## src/rtl/mrrcs_pkg.sv

```systemverilog
// Shared types and constants for the multicast round-robin crossbar scheduler.
// Holds matrix geometry, register codes and the grant result struct.
// No dependencies.
package mrrcs_pkg;

   localparam int DEFAULT_INPUTS  = 8;
   localparam int DEFAULT_OUTPUTS = 8;

   // Request and grant matrices use a fixed row stride of eight bits.
   localparam int LANE_W     = 8;
   localparam int MATRIX_W   = 64;
   localparam int PTR_W      = 3;
   localparam int COUNT_W    = 4;
   localparam int CSR_DATA_W = 32;
   localparam int CSR_ADDR_W = 3;

   localparam logic [COUNT_W-1:0] ACTIVE_INPUTS_RESET = 4'd8;

   typedef enum logic [0:0] {
      CSR_ACTIVE_INPUTS = 1'b0
   } csr_index_type;

   typedef struct packed {
      logic [MATRIX_W-1:0] grants;
      logic [PTR_W-1:0]    next_pointer;
   } grant_result_type;

endpackage

```

## src/rtl/mrrcs_grant_unit.sv

```systemverilog
// Combinational grant logic for one scheduling round.
// Depends on mrrcs_pkg for matrix geometry and the grant result struct.
module mrrcs_grant_unit #(
   parameter int INPUTS  = mrrcs_pkg::DEFAULT_INPUTS,
   parameter int OUTPUTS = mrrcs_pkg::DEFAULT_OUTPUTS
) (
   input  logic [mrrcs_pkg::MATRIX_W-1:0] requests_i,
   input  logic [mrrcs_pkg::PTR_W-1:0]    pointer_i,
   input  logic [mrrcs_pkg::COUNT_W-1:0]  active_inputs_i,
   output mrrcs_pkg::grant_result_type    result_o
);
   import mrrcs_pkg::*;

   logic [COUNT_W-1:0] count;
   logic [COUNT_W-1:0] start;
   logic [INPUTS-1:0]  active_mask;
   logic [INPUTS-1:0]  after_mask;
   logic [INPUTS-1:0]  any_req;
   logic [MATRIX_W-1:0] grants;

   // Out-of-range counts clamp to the legal range.
   always_comb begin
      if (active_inputs_i == '0) begin
         count = COUNT_W'(1);
      end else if (active_inputs_i > COUNT_W'(INPUTS)) begin
         count = COUNT_W'(INPUTS);
      end else begin
         count = active_inputs_i;
      end
   end

   // The pointer may exceed the count after the count shrinks; reduce it.
   always_comb begin
      start = {1'b0, pointer_i};
      for (int s = 0; s < LANE_W - 1; s++) begin
         if (start >= count) begin
            start = start - count;
         end
      end
   end

   always_comb begin
      for (int i = 0; i < INPUTS; i++) begin
         active_mask[i] = COUNT_W'(i) < count;
         after_mask[i]  = COUNT_W'(i) >= start;
      end
   end

   // Each output takes the lowest requester at or after the pointer, else
   // wraps to the lowest requester overall.
   always_comb begin
      logic [INPUTS-1:0] col;
      logic [INPUTS-1:0] hi;
      logic [INPUTS-1:0] pick;
      grants  = '0;
      any_req = '0;
      for (int o = 0; o < OUTPUTS; o++) begin
         for (int i = 0; i < INPUTS; i++) begin
            col[i] = requests_i[i*LANE_W + o] & active_mask[i];
         end
         hi   = col & after_mask;
         pick = (hi != '0) ? (hi & (~hi + 1'b1)) : (col & (~col + 1'b1));
         grants[o*LANE_W +: INPUTS] = pick;
         any_req = any_req | col;
      end
   end

   // The granted input nearest the pointer is the first input with any
   // request, so the pointer update searches the union of all requests.
   always_comb begin
      logic [INPUTS-1:0]  hi;
      logic [INPUTS-1:0]  first;
      logic [COUNT_W-1:0] base;
      logic [COUNT_W-1:0] incr;
      hi    = any_req & after_mask;
      first = (hi != '0) ? (hi & (~hi + 1'b1)) : (any_req & (~any_req + 1'b1));
      base  = start;
      for (int i = 0; i < INPUTS; i++) begin
         if (first[i]) begin
            base = COUNT_W'(i);
         end
      end
      incr = base + COUNT_W'(1);
      if (incr >= count) begin
         incr = '0;
      end
      result_o.grants       = grants;
      result_o.next_pointer = incr[PTR_W-1:0];
   end

endmodule

```

## src/rtl/multicast_round_robin_crossbar_scheduler.sv

```systemverilog
// A beat accepted into the input register moves through the result register to rsp_.
// Throughput: one beat per cycle unless rsp_ready stalls; the shared pointer loop
// closes within the grant logic between the input register and the result register.
// req_ready follows rsp_ready combinationally while both stages are full.
// Reset (synchronous, active high) empties both stages, clears the pointer
// to zero and sets active_inputs to eight.
module multicast_round_robin_crossbar_scheduler #(
   parameter int INPUTS  = mrrcs_pkg::DEFAULT_INPUTS,
   parameter int OUTPUTS = mrrcs_pkg::DEFAULT_OUTPUTS
) (
   input  logic                              clock,
   input  logic                              reset,
   input  logic                              req_valid,
   output logic                              req_ready,
   input  logic [mrrcs_pkg::MATRIX_W-1:0]    req_requests,
   output logic                              rsp_valid,
   input  logic                              rsp_ready,
   output logic [mrrcs_pkg::MATRIX_W-1:0]    rsp_grant_matrix,
   output logic [mrrcs_pkg::PTR_W-1:0]       rsp_next_pointer,
   input  logic                              csr_psel,
   input  logic                              csr_penable,
   input  logic                              csr_pwrite,
   input  logic [mrrcs_pkg::CSR_ADDR_W-1:0]  csr_paddr,
   input  logic [mrrcs_pkg::CSR_DATA_W-1:0]  csr_pwdata,
   output logic [mrrcs_pkg::CSR_DATA_W-1:0]  csr_prdata,
   output logic                              csr_pready
);
   import mrrcs_pkg::*;

   // The input stage holds the request matrix of one round. The result stage
   // holds the grants of the previous round, so a new beat can enter while a
   // finished result still waits for the consumer.
   logic                 in_valid_ff,  in_valid_in;
   logic [MATRIX_W-1:0]  requests_ff;
   logic                 out_valid_ff, out_valid_in;
   logic [MATRIX_W-1:0]  grants_ff;
   logic [PTR_W-1:0]     next_ptr_ff;
   logic [PTR_W-1:0]     pointer_ff,   pointer_in;
   logic [COUNT_W-1:0]   active_ff,    active_in;

   logic             out_open;
   logic             advance;
   logic             accept;
   logic             csr_write;
   csr_index_type    csr_index;
   grant_result_type result;

   mrrcs_grant_unit #(
      .INPUTS  (INPUTS),
      .OUTPUTS (OUTPUTS)
   ) u_grant (
      .requests_i      (requests_ff),
      .pointer_i       (pointer_ff),
      .active_inputs_i (active_ff),
      .result_o        (result)
   );

   // The result stage frees up when it is empty or its beat is being taken.
   assign out_open  = !out_valid_ff || rsp_ready;
   assign advance   = in_valid_ff && out_open;
   assign req_ready = !in_valid_ff || out_open;
   assign accept    = req_valid && req_ready;

   always_comb begin
      in_valid_in  = in_valid_ff;
      out_valid_in = out_valid_ff;
      pointer_in   = pointer_ff;
      if (out_open) begin
         out_valid_in = in_valid_ff;
      end
      if (advance) begin
         in_valid_in = 1'b0;
         // The pointer moves exactly once per round, when its grants leave
         // the input stage, so the next round already sees the update.
         pointer_in  = result.next_pointer;
      end
      if (accept) begin
         in_valid_in = 1'b1;
      end
   end

   // Configuration port. Writes complete in the access phase; pready is tied
   // high, so no access is extended by wait states.
   assign csr_pready = 1'b1;
   assign csr_write  = csr_psel && csr_penable && csr_pwrite;
   assign csr_index  = csr_index_type'(csr_paddr[CSR_ADDR_W-1]);

   always_comb begin
      active_in = active_ff;
      if (csr_write) begin
         unique case (csr_index)
            CSR_ACTIVE_INPUTS: active_in = csr_pwdata[COUNT_W-1:0];
            default: active_in = active_ff;
         endcase
      end
   end

   always_comb begin
      unique case (csr_index)
         CSR_ACTIVE_INPUTS: csr_prdata = CSR_DATA_W'(active_ff);
         default: csr_prdata = '0;
      endcase
   end

   always_ff @(posedge clock) begin
      if (reset) begin
         in_valid_ff  <= 1'b0;
         out_valid_ff <= 1'b0;
         pointer_ff   <= '0;
         active_ff    <= ACTIVE_INPUTS_RESET;
      end else begin
         in_valid_ff  <= in_valid_in;
         out_valid_ff <= out_valid_in;
         pointer_ff   <= pointer_in;
         active_ff    <= active_in;
      end
   end

   // Payload registers carry no reset; their valid bits guard them.
   always_ff @(posedge clock) begin
      if (accept) begin
         requests_ff <= req_requests;
      end
      if (advance) begin
         grants_ff   <= result.grants;
         next_ptr_ff <= result.next_pointer;
      end
   end

   assign rsp_valid        = out_valid_ff;
   assign rsp_grant_matrix = grants_ff;
   assign rsp_next_pointer = next_ptr_ff;

endmodule

```

## config.mk

```make
export PLATFORM = sky130hd
export DESIGN_NAME = multicast_round_robin_crossbar_scheduler
export DESIGN_NICKNAME = d
export VERILOG_FILES = /design/src/rtl/mrrcs_pkg.sv /design/src/rtl/mrrcs_grant_unit.sv /design/src/rtl/multicast_round_robin_crossbar_scheduler.sv
export SDC_FILE = /design/constraint.sdc
export NUM_CORES = 1
export LEC_CHECK = 0
export BUFFER_PORTS_ARGS = -buffer_cell sky130_fd_sc_hd__buf_2
export CORE_MARGIN = 2
export CORE_UTILIZATION = 36
export CTS_BUF_LIST = sky130_fd_sc_hd__clkbuf_16
export CTS_CLUSTER_SIZE = 14
export DETAILED_ROUTE_END_ITERATION = 10
export PLACE_DENSITY_LB_ADDON = 0.08
export SLEW_MARGIN = 5
export SYNTH_ARGS = -nofsm -noshare
export SYNTH_HDL_FRONTEND = slang
export SYNTH_SLANG_ARGS = --single-unit
```

## constraint.sdc

```tcl
create_clock -name clock -period 30.8 [get_ports clock]
set_clock_uncertainty 0.1 [all_clocks]
set_input_delay 6.16 -clock clock [delete_from_list [all_inputs] [get_ports clock]]
set_output_delay 6.16 -clock clock [all_outputs]
set_load 0.05 [all_outputs]
```

======== Word level (Yosys, flattened, before mapping) ========
Index checks and enable logic that the tools add are counted.
storage, ports and cells
  register bits after elaboration ......... 140
  latch bits .............................. 0
  RAM bits ................................ 0
  ROM bits ................................ 0
  bits of input ports ..................... 106
  output and inout port bits .............. 102
  memories ................................ 0
operators by class
  add/subtract/negate cells ............... 26
  multipliers ............................. 0
  div/mod/pow operators ................... 0
  order comparisons ....................... 25
  equal/unequal tests ..................... 0
  shift-type cells ........................ 0
  mux-type cells .......................... 30
  bitwise logic cells ..................... 117
  reductions and logical operators ........ 20
operator list
  cell                   number
  $and A8 B8 Y8          27
  $add A8 B1 Y8 const B  18
  $not A8 Y8             18
  $mux W4                18
  $mux W8                9
  $reduce_bool A8 Y1     9
  $and A1 B1 Y1          64
  $or A8 B8 Y8           7
  $ge A4 B4 Y1           7
  $sub A4 B4 Y4          6
  $ge A3 B4 Y1 const A   4
  $lt A3 B4 Y1 const A   4
  $ge A1 B4 Y1 const A   2
  $ge A2 B4 Y1 const A   2
  $lt A1 B4 Y1 const A   2
  $lt A2 B4 Y1 const A   2
  $add A4 B1 Y4 const B  1
  $ge A3 B4 Y1           1
  $gt A4 B4 Y1 const B   1
  $logic_and A1 B1 Y1    4
  $logic_not A4 Y1       1
  $sub A3 B4 Y4          1
  $mux W3                1
  $logic_not A1 Y1       2
  other kinds (5)        7

======== Longest topological paths before layout ========
Gate-level depths: netlist of run 1.
  depth after elaboration ................. 34
  depth in mapped cells ................... 67

======== By module ========
From an unflattened synthesis of run 1, not the netlist that was laid out.
unflattened totals
  cell total of the unflattened synthesis .. 873
  area, all modules ....................... 8902.3 um2
modules (own cells, without submodules)
  module                                    instances  cells each  area each (um2)  seq. area each (um2)
  multicast_round_robin_crossbar_scheduler  1          204         4575.6           4113.9
  mrrcs_grant_unit                          1          669         4326.6           0.0

======== Worst setup path before layout of run 1 ========
OpenSTA, ideal clock, no wires.
  kind .................................... reg-to-reg
  start point ............................. register active_ff[3]
  end point ............................... register pointer_ff[1]
  library setup time ...................... 70 ps
  data arrival time ....................... 13192 ps
  data required time ...................... 30630 ps
  setup slack ............................. 17438 ps
  cell stages (with the launch flop) ...... 62
  path buffers ............................ 3
  period minus slack after synthesis ...... 13362 ps
  cell sequence ........................... dfxtp_1 > buf_6 > clkbuf_1 > nor2_1 > ha_1 > inv_1 > fa_1 > a211o_1 > and2_2 > a21oi_1 > inv_1 > ha_1 > fa_1 > a21boi_1 > o21a_1 > a21boi_0 > inv_1 > fa_1 > [26 not listed] > o21ai_1 > nor4b_1 > o2111a_1 > nor2_2 > o31ai_1 > a22o_1 > or4b_1 > o211a_1 > a22oi_2 > inv_1 > ha_1 > ha_1 > a21o_1 > a21o_1 > a21oi_1 > and2_1 > nand2_1 > a21oi_1
RTL lines
  item                    RTL line                                         source
  start, declared         multicast_round_robin_crossbar_scheduler.sv:39   logic [COUNT_W-1:0] active_ff, active_in;
  start signal, assigned  multicast_round_robin_crossbar_scheduler.sv:115  active_ff <= active_in;
  end signal, assigned    multicast_round_robin_crossbar_scheduler.sv:114  pointer_ff <= pointer_in;
  end, declared           multicast_round_robin_crossbar_scheduler.sv:38   logic [PTR_W-1:0] pointer_ff, pointer_in;

==> impl_metrics.ini, run 1 <==
[logic_synthesis]
synthDistinctLibCells = 99
synth_area_mm2 = 0.00928
avgSynthCellArea_um2 = 10.0
async_flop_share_pct = 0
ys.warnings.count = 0
netlist_instances = 925
ys_seq_elements = 140
synth_ff_type = edfxtp_1
seq_area_frac_synth_pct = 44.3
synth-edff-count = 131

[clocking]
clockBufferDepth = 2
numCtsBuffers = 17
hold_buffers = 0
clockRootBuffer = clkbuf_16
cts_tree = built
cts.sinks = 140
clk_pin_slew_ps = 70
cts_resized = 0
ctsHtreeMaxLevel = 4
insertion_delay_ps = 440
postCtsSetupBuffers = 0

[sta]
fmax_mhz = 61.7
worst_slew_pin_slew_ps = 1140
finalCritPeriodShare_pct = 52.6
rsz0062_at_grt = false
slew_headroom_pct = 23.8
tns_ps = 0
hold_viol = 0
final_max_slew_viol_count = 0
setup-violations-final = 0
period_needed_ps = 16220

[die]
dieWidth_um = 165
coreArea_mm2 = 0.0253
rows = 58
initial_core_util_pct = 36.7
chipHeight_um = 165
die-area_mm2 = 0.0271
io_pins = 208

[cells_and_area]
antenna_cells = 0
fillCellCount = 2476
drive_above_1_share_pct = 22.1
layout.nets = 1208
syn_to_final_growth_pct = 16.1

[grt]
antenna_found_initial = 0
gr-total-overflow = 0
grt_use_total_pct = 21.2
grt_pass1_vias = 7455
grt_max_degree = 66
grt_pass1_wl_um = 43600

[drt]
vias = 8045
drc_errors = 0
first_pass_iters = 8
drtAntennaViolNets = 0
routed_wl_um = 28500
drt-wirelength-per-cell_um = 20.3
drt_iter0_drc = 738
routed_via_density = 5.72

[critical_path]
cp.required_ps = 31070
end_kind = register
r2r-end = pointer_ff[1]
reg2reg_from = active_ff[3]
worst_path_largest_cell_delay_ps = 900
cp.arrival_ps = 16490
reg2reg_depth = 57
critPathLaunch = active_ff[3]
start_kind = register
rrSetupSlack_ps = 14580
crit_fanout = 20
cp_common_cell = ha_1
slowest_stage = dfxtp_1
crit_type = reg -> reg
crit_end = pointer_ff[1]

[placement]
io_buffer_count = 148
gp_congestion = 0.898
dpl.hpwl_um = 20800

[flow_run]
drv_cap = 0

[min_path]
hold_depth = 2
hold_path.class = reg -> reg

[run_status]
status = finished clean
## state kept, by name, summed over array words and instances, names as in the netlist
name,count
active_ff,4
rsp_valid,1
requests_ff,64
in_valid_ff,1
rsp_grant_matrix,64
rsp_next_pointer,3
pointer_ff,3
## routing by layer
metal	wire length (um)	GRT usage [%]	part of all wire, %	vias up
met5	0	0	0	-
met4	592	6.13	2.1	0
met3	1980	3.49	6.9	36
met2	12100	30.6	42	364
met1	13900	32.4	49	3847
li1	-	-	-	3798
## cells in the mapped netlist, types with 7 or more instances
| cell | instances | area share [%] |
|---|---|---|
| dfxtp_1 | 9 | 1.9 |
| a21o_1 | 17 | 1.4 |
| buf_4 | 31 | 2.5 |
| a211o_1 | 8 | 0.76 |
| ha_1 | 32 | 4.3 |
| nor2b_1 | 14 | 0.94 |
| a21oi_1 | 51 | 2.8 |
| o21a_1 | 17 | 1.4 |
| a22oi_1 | 9 | 0.73 |
| nand3_1 | 34 | 1.8 |
| inv_1 | 39 | 1.6 |
| o21ai_0 | 33 | 1.8 |
| nand2_1 | 93 | 3.8 |
| o211ai_1 | 18 | 1.5 |
| a221oi_1 | 8 | 0.76 |
| a31oi_1 | 8 | 0.54 |
| nor4_1 | 18 | 1.2 |
| nor2_1 | 68 | 2.8 |
| clkbuf_1 | 19 | 0.77 |
| a211oi_1 | 24 | 1.9 |
| edfxtp_1 | 131 | 42 |
| and3_1 | 8 | 0.54 |
| nor3_1 | 14 | 0.76 |
| xor2_1 | 8 | 0.76 |
| a21boi_0 | 8 | 0.65 |
| fa_1 | 7 | 1.5 |
| and2_1 | 21 | 1.4 |
| buf_2 | 8 | 0.43 |
## layout by cell type (no fill, tap or decap), types with 17 or more instances in the layout
cell type / Yosys / final
buf_2: 8 / 148
edfxtp_1: 131 / 131
nand2_1: 93 / 93
nor2_1: 68 / 68
a21oi_1: 51 / 51
inv_1: 39 / 38
nand3_1: 34 / 34
o21ai_0: 33 / 33
ha_1: 32 / 32
conb_1: 2 / 29
a211oi_1: 24 / 24
and2_1: 21 / 20
nor4_1: 18 / 18
o211ai_1: 18 / 18
a21o_1: 17 / 17
o21a_1: 17 / 17
clkbuf_16: 0 / 17
## cell families (layout without fill, tap and decap cells)
group           count (synthesis)  after routing  share of synthesized area (%)
compound gates                303            303                           24.7
other cells                     2             29                         0.0810
fa+ha+maj                      39             39                           5.83
mux                             5              5                          0.593
simple gates                  324            324                           17.7
flops                         140            140                           44.3
buf+inv                       103            227                           5.85
xor+xnor                        9              9                          0.850
## critical path, delay by kind of cell (launching register included)
kind / cells / cell delay [ps]
DFF: 1 / 900
AOI/OAI and AO/OA: 28 / 7090
buffers and inverters: 6 / 890
adders and majority gates: 12 / 3860
and+or+nand+nor: 11 / 3290
## metrics by stage
stage	hold WS [ps]	instance area, um2	cells	setup WS [ps]	utilization, %
global placement	367	10200	1374	14630	40.3
floorplan	349	9380	952	17440	-
CTS	385	10800	1406	14650	42.6
finish	387	10800	1406	14580	42.6
detailed placement	374	10200	1374	14710	40.3
global route	424	10800	1406	13100	42.6
## worst min path at each step
stage / start / endpoint / slack [ps]
6_report: pointer_ff[0] / pointer_ff[0] / 390
5_1_grt: pointer_ff[0] / pointer_ff[0] / 420
4_1_cts: pointer_ff[0] / pointer_ff[0] / 390
3_5_place_dp: pointer_ff[0] / pointer_ff[0] / 370
3_3_place_gp: pointer_ff[0] / pointer_ff[0] / 370
2_1_floorplan: pointer_ff[0] / pointer_ff[0] / 350
## layout make-up
cell class / instances / area [um2] / area share [%]
multi-input combinational: 709 / 4720 / 43.8
clock inverter: 15 / 155 / 1.44
timing repair buffer: 154 / 786 / 7.30
inverter: 41 / 154 / 1.43
sequential: 140 / 4110 / 38.2
tap: 330 / 413 / 3.83
clock buffer: 17 / 425 / 3.95
Power of run 1 is not shown: default switching activity piles up to over one toggle a cycle in this logic, so the estimate is an artifact.
==> run 2: changes to the inputs <==
Clock period 30.8 ns to 13.9 ns, I/O delays scaled along.
==> run 2 against run 1 <==
Maximum frequency is 23% higher. Final cell count is 9.5% higher. First-iteration DRC count is 2.8% lower. Clock-buffer cell count stayed put. Die area stayed put. Utilization is 4.5 points higher. Sequential share of layout area is 3.7 points lower. Non-clock buffer count is 134 higher. Via count is 4.3% higher. Critical endpoint is now pointer_ff[2]. Final area is 11% higher. Register-to-register slack worse by 14000 ps.
==> impl_metrics.ini, run 2 (synthesis results as in run 1) <==
[grt]
gr-total-overflow = 0
antenna_found_initial = 0
grt_pass1_wl_um = 44300
grt_max_degree = 65
grt_use_total_pct = 21.4
grt_pass1_vias = 7804

[die]
coreArea_mm2 = 0.0253
rows = 58
dieWidth_um = 165
chipHeight_um = 165
initial_core_util_pct = 36.7
die-area_mm2 = 0.0271
io_pins = 208

[clocking]
clk_pin_slew_ps = 70
cts_tree = built
ctsHtreeMaxLevel = 4
hold_buffers = 0
numCtsBuffers = 17
clockRootBuffer = clkbuf_16
cts.sinks = 140
clockBufferDepth = 2
insertion_delay_ps = 430

[placement]
placedCellCount = 1505
post-place-ws_ps = 105
dpl.hpwl_um = 22000
io_buffer_count = 148
place_area_mm2 = 0.0112
gp_congestion = 0.875

[cells_and_area]
final_util_pct = 47.2
antenna_cells = 0
drive_above_1_share_pct = 32.3
final_area_mm2 = 0.0119
layout.nets = 1342
syn_to_final_growth_pct = 28.4
fillCellCount = 2463
final_common_cell = buf_2
final_cell_mix = buf_2 (148), buf_4 (138), edfxtp_1 (131), nand2_1 (93), nor2_1 (67)
final_cell_count_no_fill = 1540

[drt]
drc_errors = 0
drt_iter0_drc = 717
vias = 8392
first_pass_iters = 7
routed_via_density = 5.45
drtAntennaViolNets = 0
routed_wl_um = 29300
drt-wirelength-per-cell_um = 19.0

[critical_path]
cp.required_ps = 14160
start_kind = register
crit_buf_inv = 5
cp_common_cell = ha_1
end_kind = register
slowest_stage = fa_1
worst_path_largest_cell_delay_ps = 420
crit_type = reg -> reg
crit_fanout = 7
crit_family = compound AO/OA/AOI/OAI gates
cp.arrival_ps = 13410

[sta]
fmax_mhz = 76.0
hold_viol = 0
period_needed_ps = 13150
final_max_slew_viol_count = 0
slew_headroom_pct = 33.7
finalCritPeriodShare_pct = 94.6
setup-violations-final = 0
worst_slew_pin_slew_ps = 985
fin_ws_ps = 748

[min_path]
hold_path.class = reg -> reg

[flow_run]
drv_cap = 0

[run_status]
status = finished clean
-- run 2: cell count changes in the layout (fill, tap and decap cells not counted), moves of 2 or more --
cell      delta
a21oi_1      -5
a211oi_1     -2
a21oi_2      +5
a21boi_0     -4
a21boi_1     +3
a211oi_2     +2
buf_4      +132
buf_12       +2
-- run 2: worst min-delay path: stages (launching register included) --
cell     delay (ps)
dfxtp_1         330
nand2_1          60
a21oi_1          50
-- run 2: repair_timing --
action / 4_1_cts / 5_1_grt
buffers inserted: 0 / 3
resized for setup: 0 / 29
setup endpoints to repair: 0 / 43
-- run 2: metrics by stage --
step | TNS, ps | hold WS (ps)
global placement | 0 | 372
finish | 0 | 384
floorplan | 0 | 349
detailed placement | 0 | 374
CTS | 0 | 385
global route | -91.6 | 396
-- run 2: metal layers --
metal	global-route usage, %	up-vias	share of wire (%)
li1	-	4060	-
met1	32.0	3940	49
met2	31.6	359	42
met3	4.04	33	7.2
met4	5.81	0	1.5
met5	0	-	0
-- run 2: final cells by class --
| cell class | instances | area [um2] | area share (%) |
|---|---|---|---|
| clock inverter | 15 | 153 | 1.28 |
| sequential | 140 | 4110 | 34.5 |
| timing repair buffer | 288 | 1820 | 15.2 |
| tap | 330 | 413 | 3.47 |
| inverter | 41 | 154 | 1.29 |
| multi-input combinational | 709 | 4840 | 40.6 |
| clock buffer | 17 | 425 | 3.57 |
-- run 2: path summary, 6_finish.rpt --
kind	start	end	slack, ps	cells after the start
max	active_ff[1]	pointer_ff[2]	750	58
min	pointer_ff[0]	pointer_ff[0]	380	2
max reg2reg	active_ff[1]	pointer_ff[2]	750	58
min reg2reg	pointer_ff[0]	pointer_ff[0]	380	2
Power of run 2 is left out for the same reason.
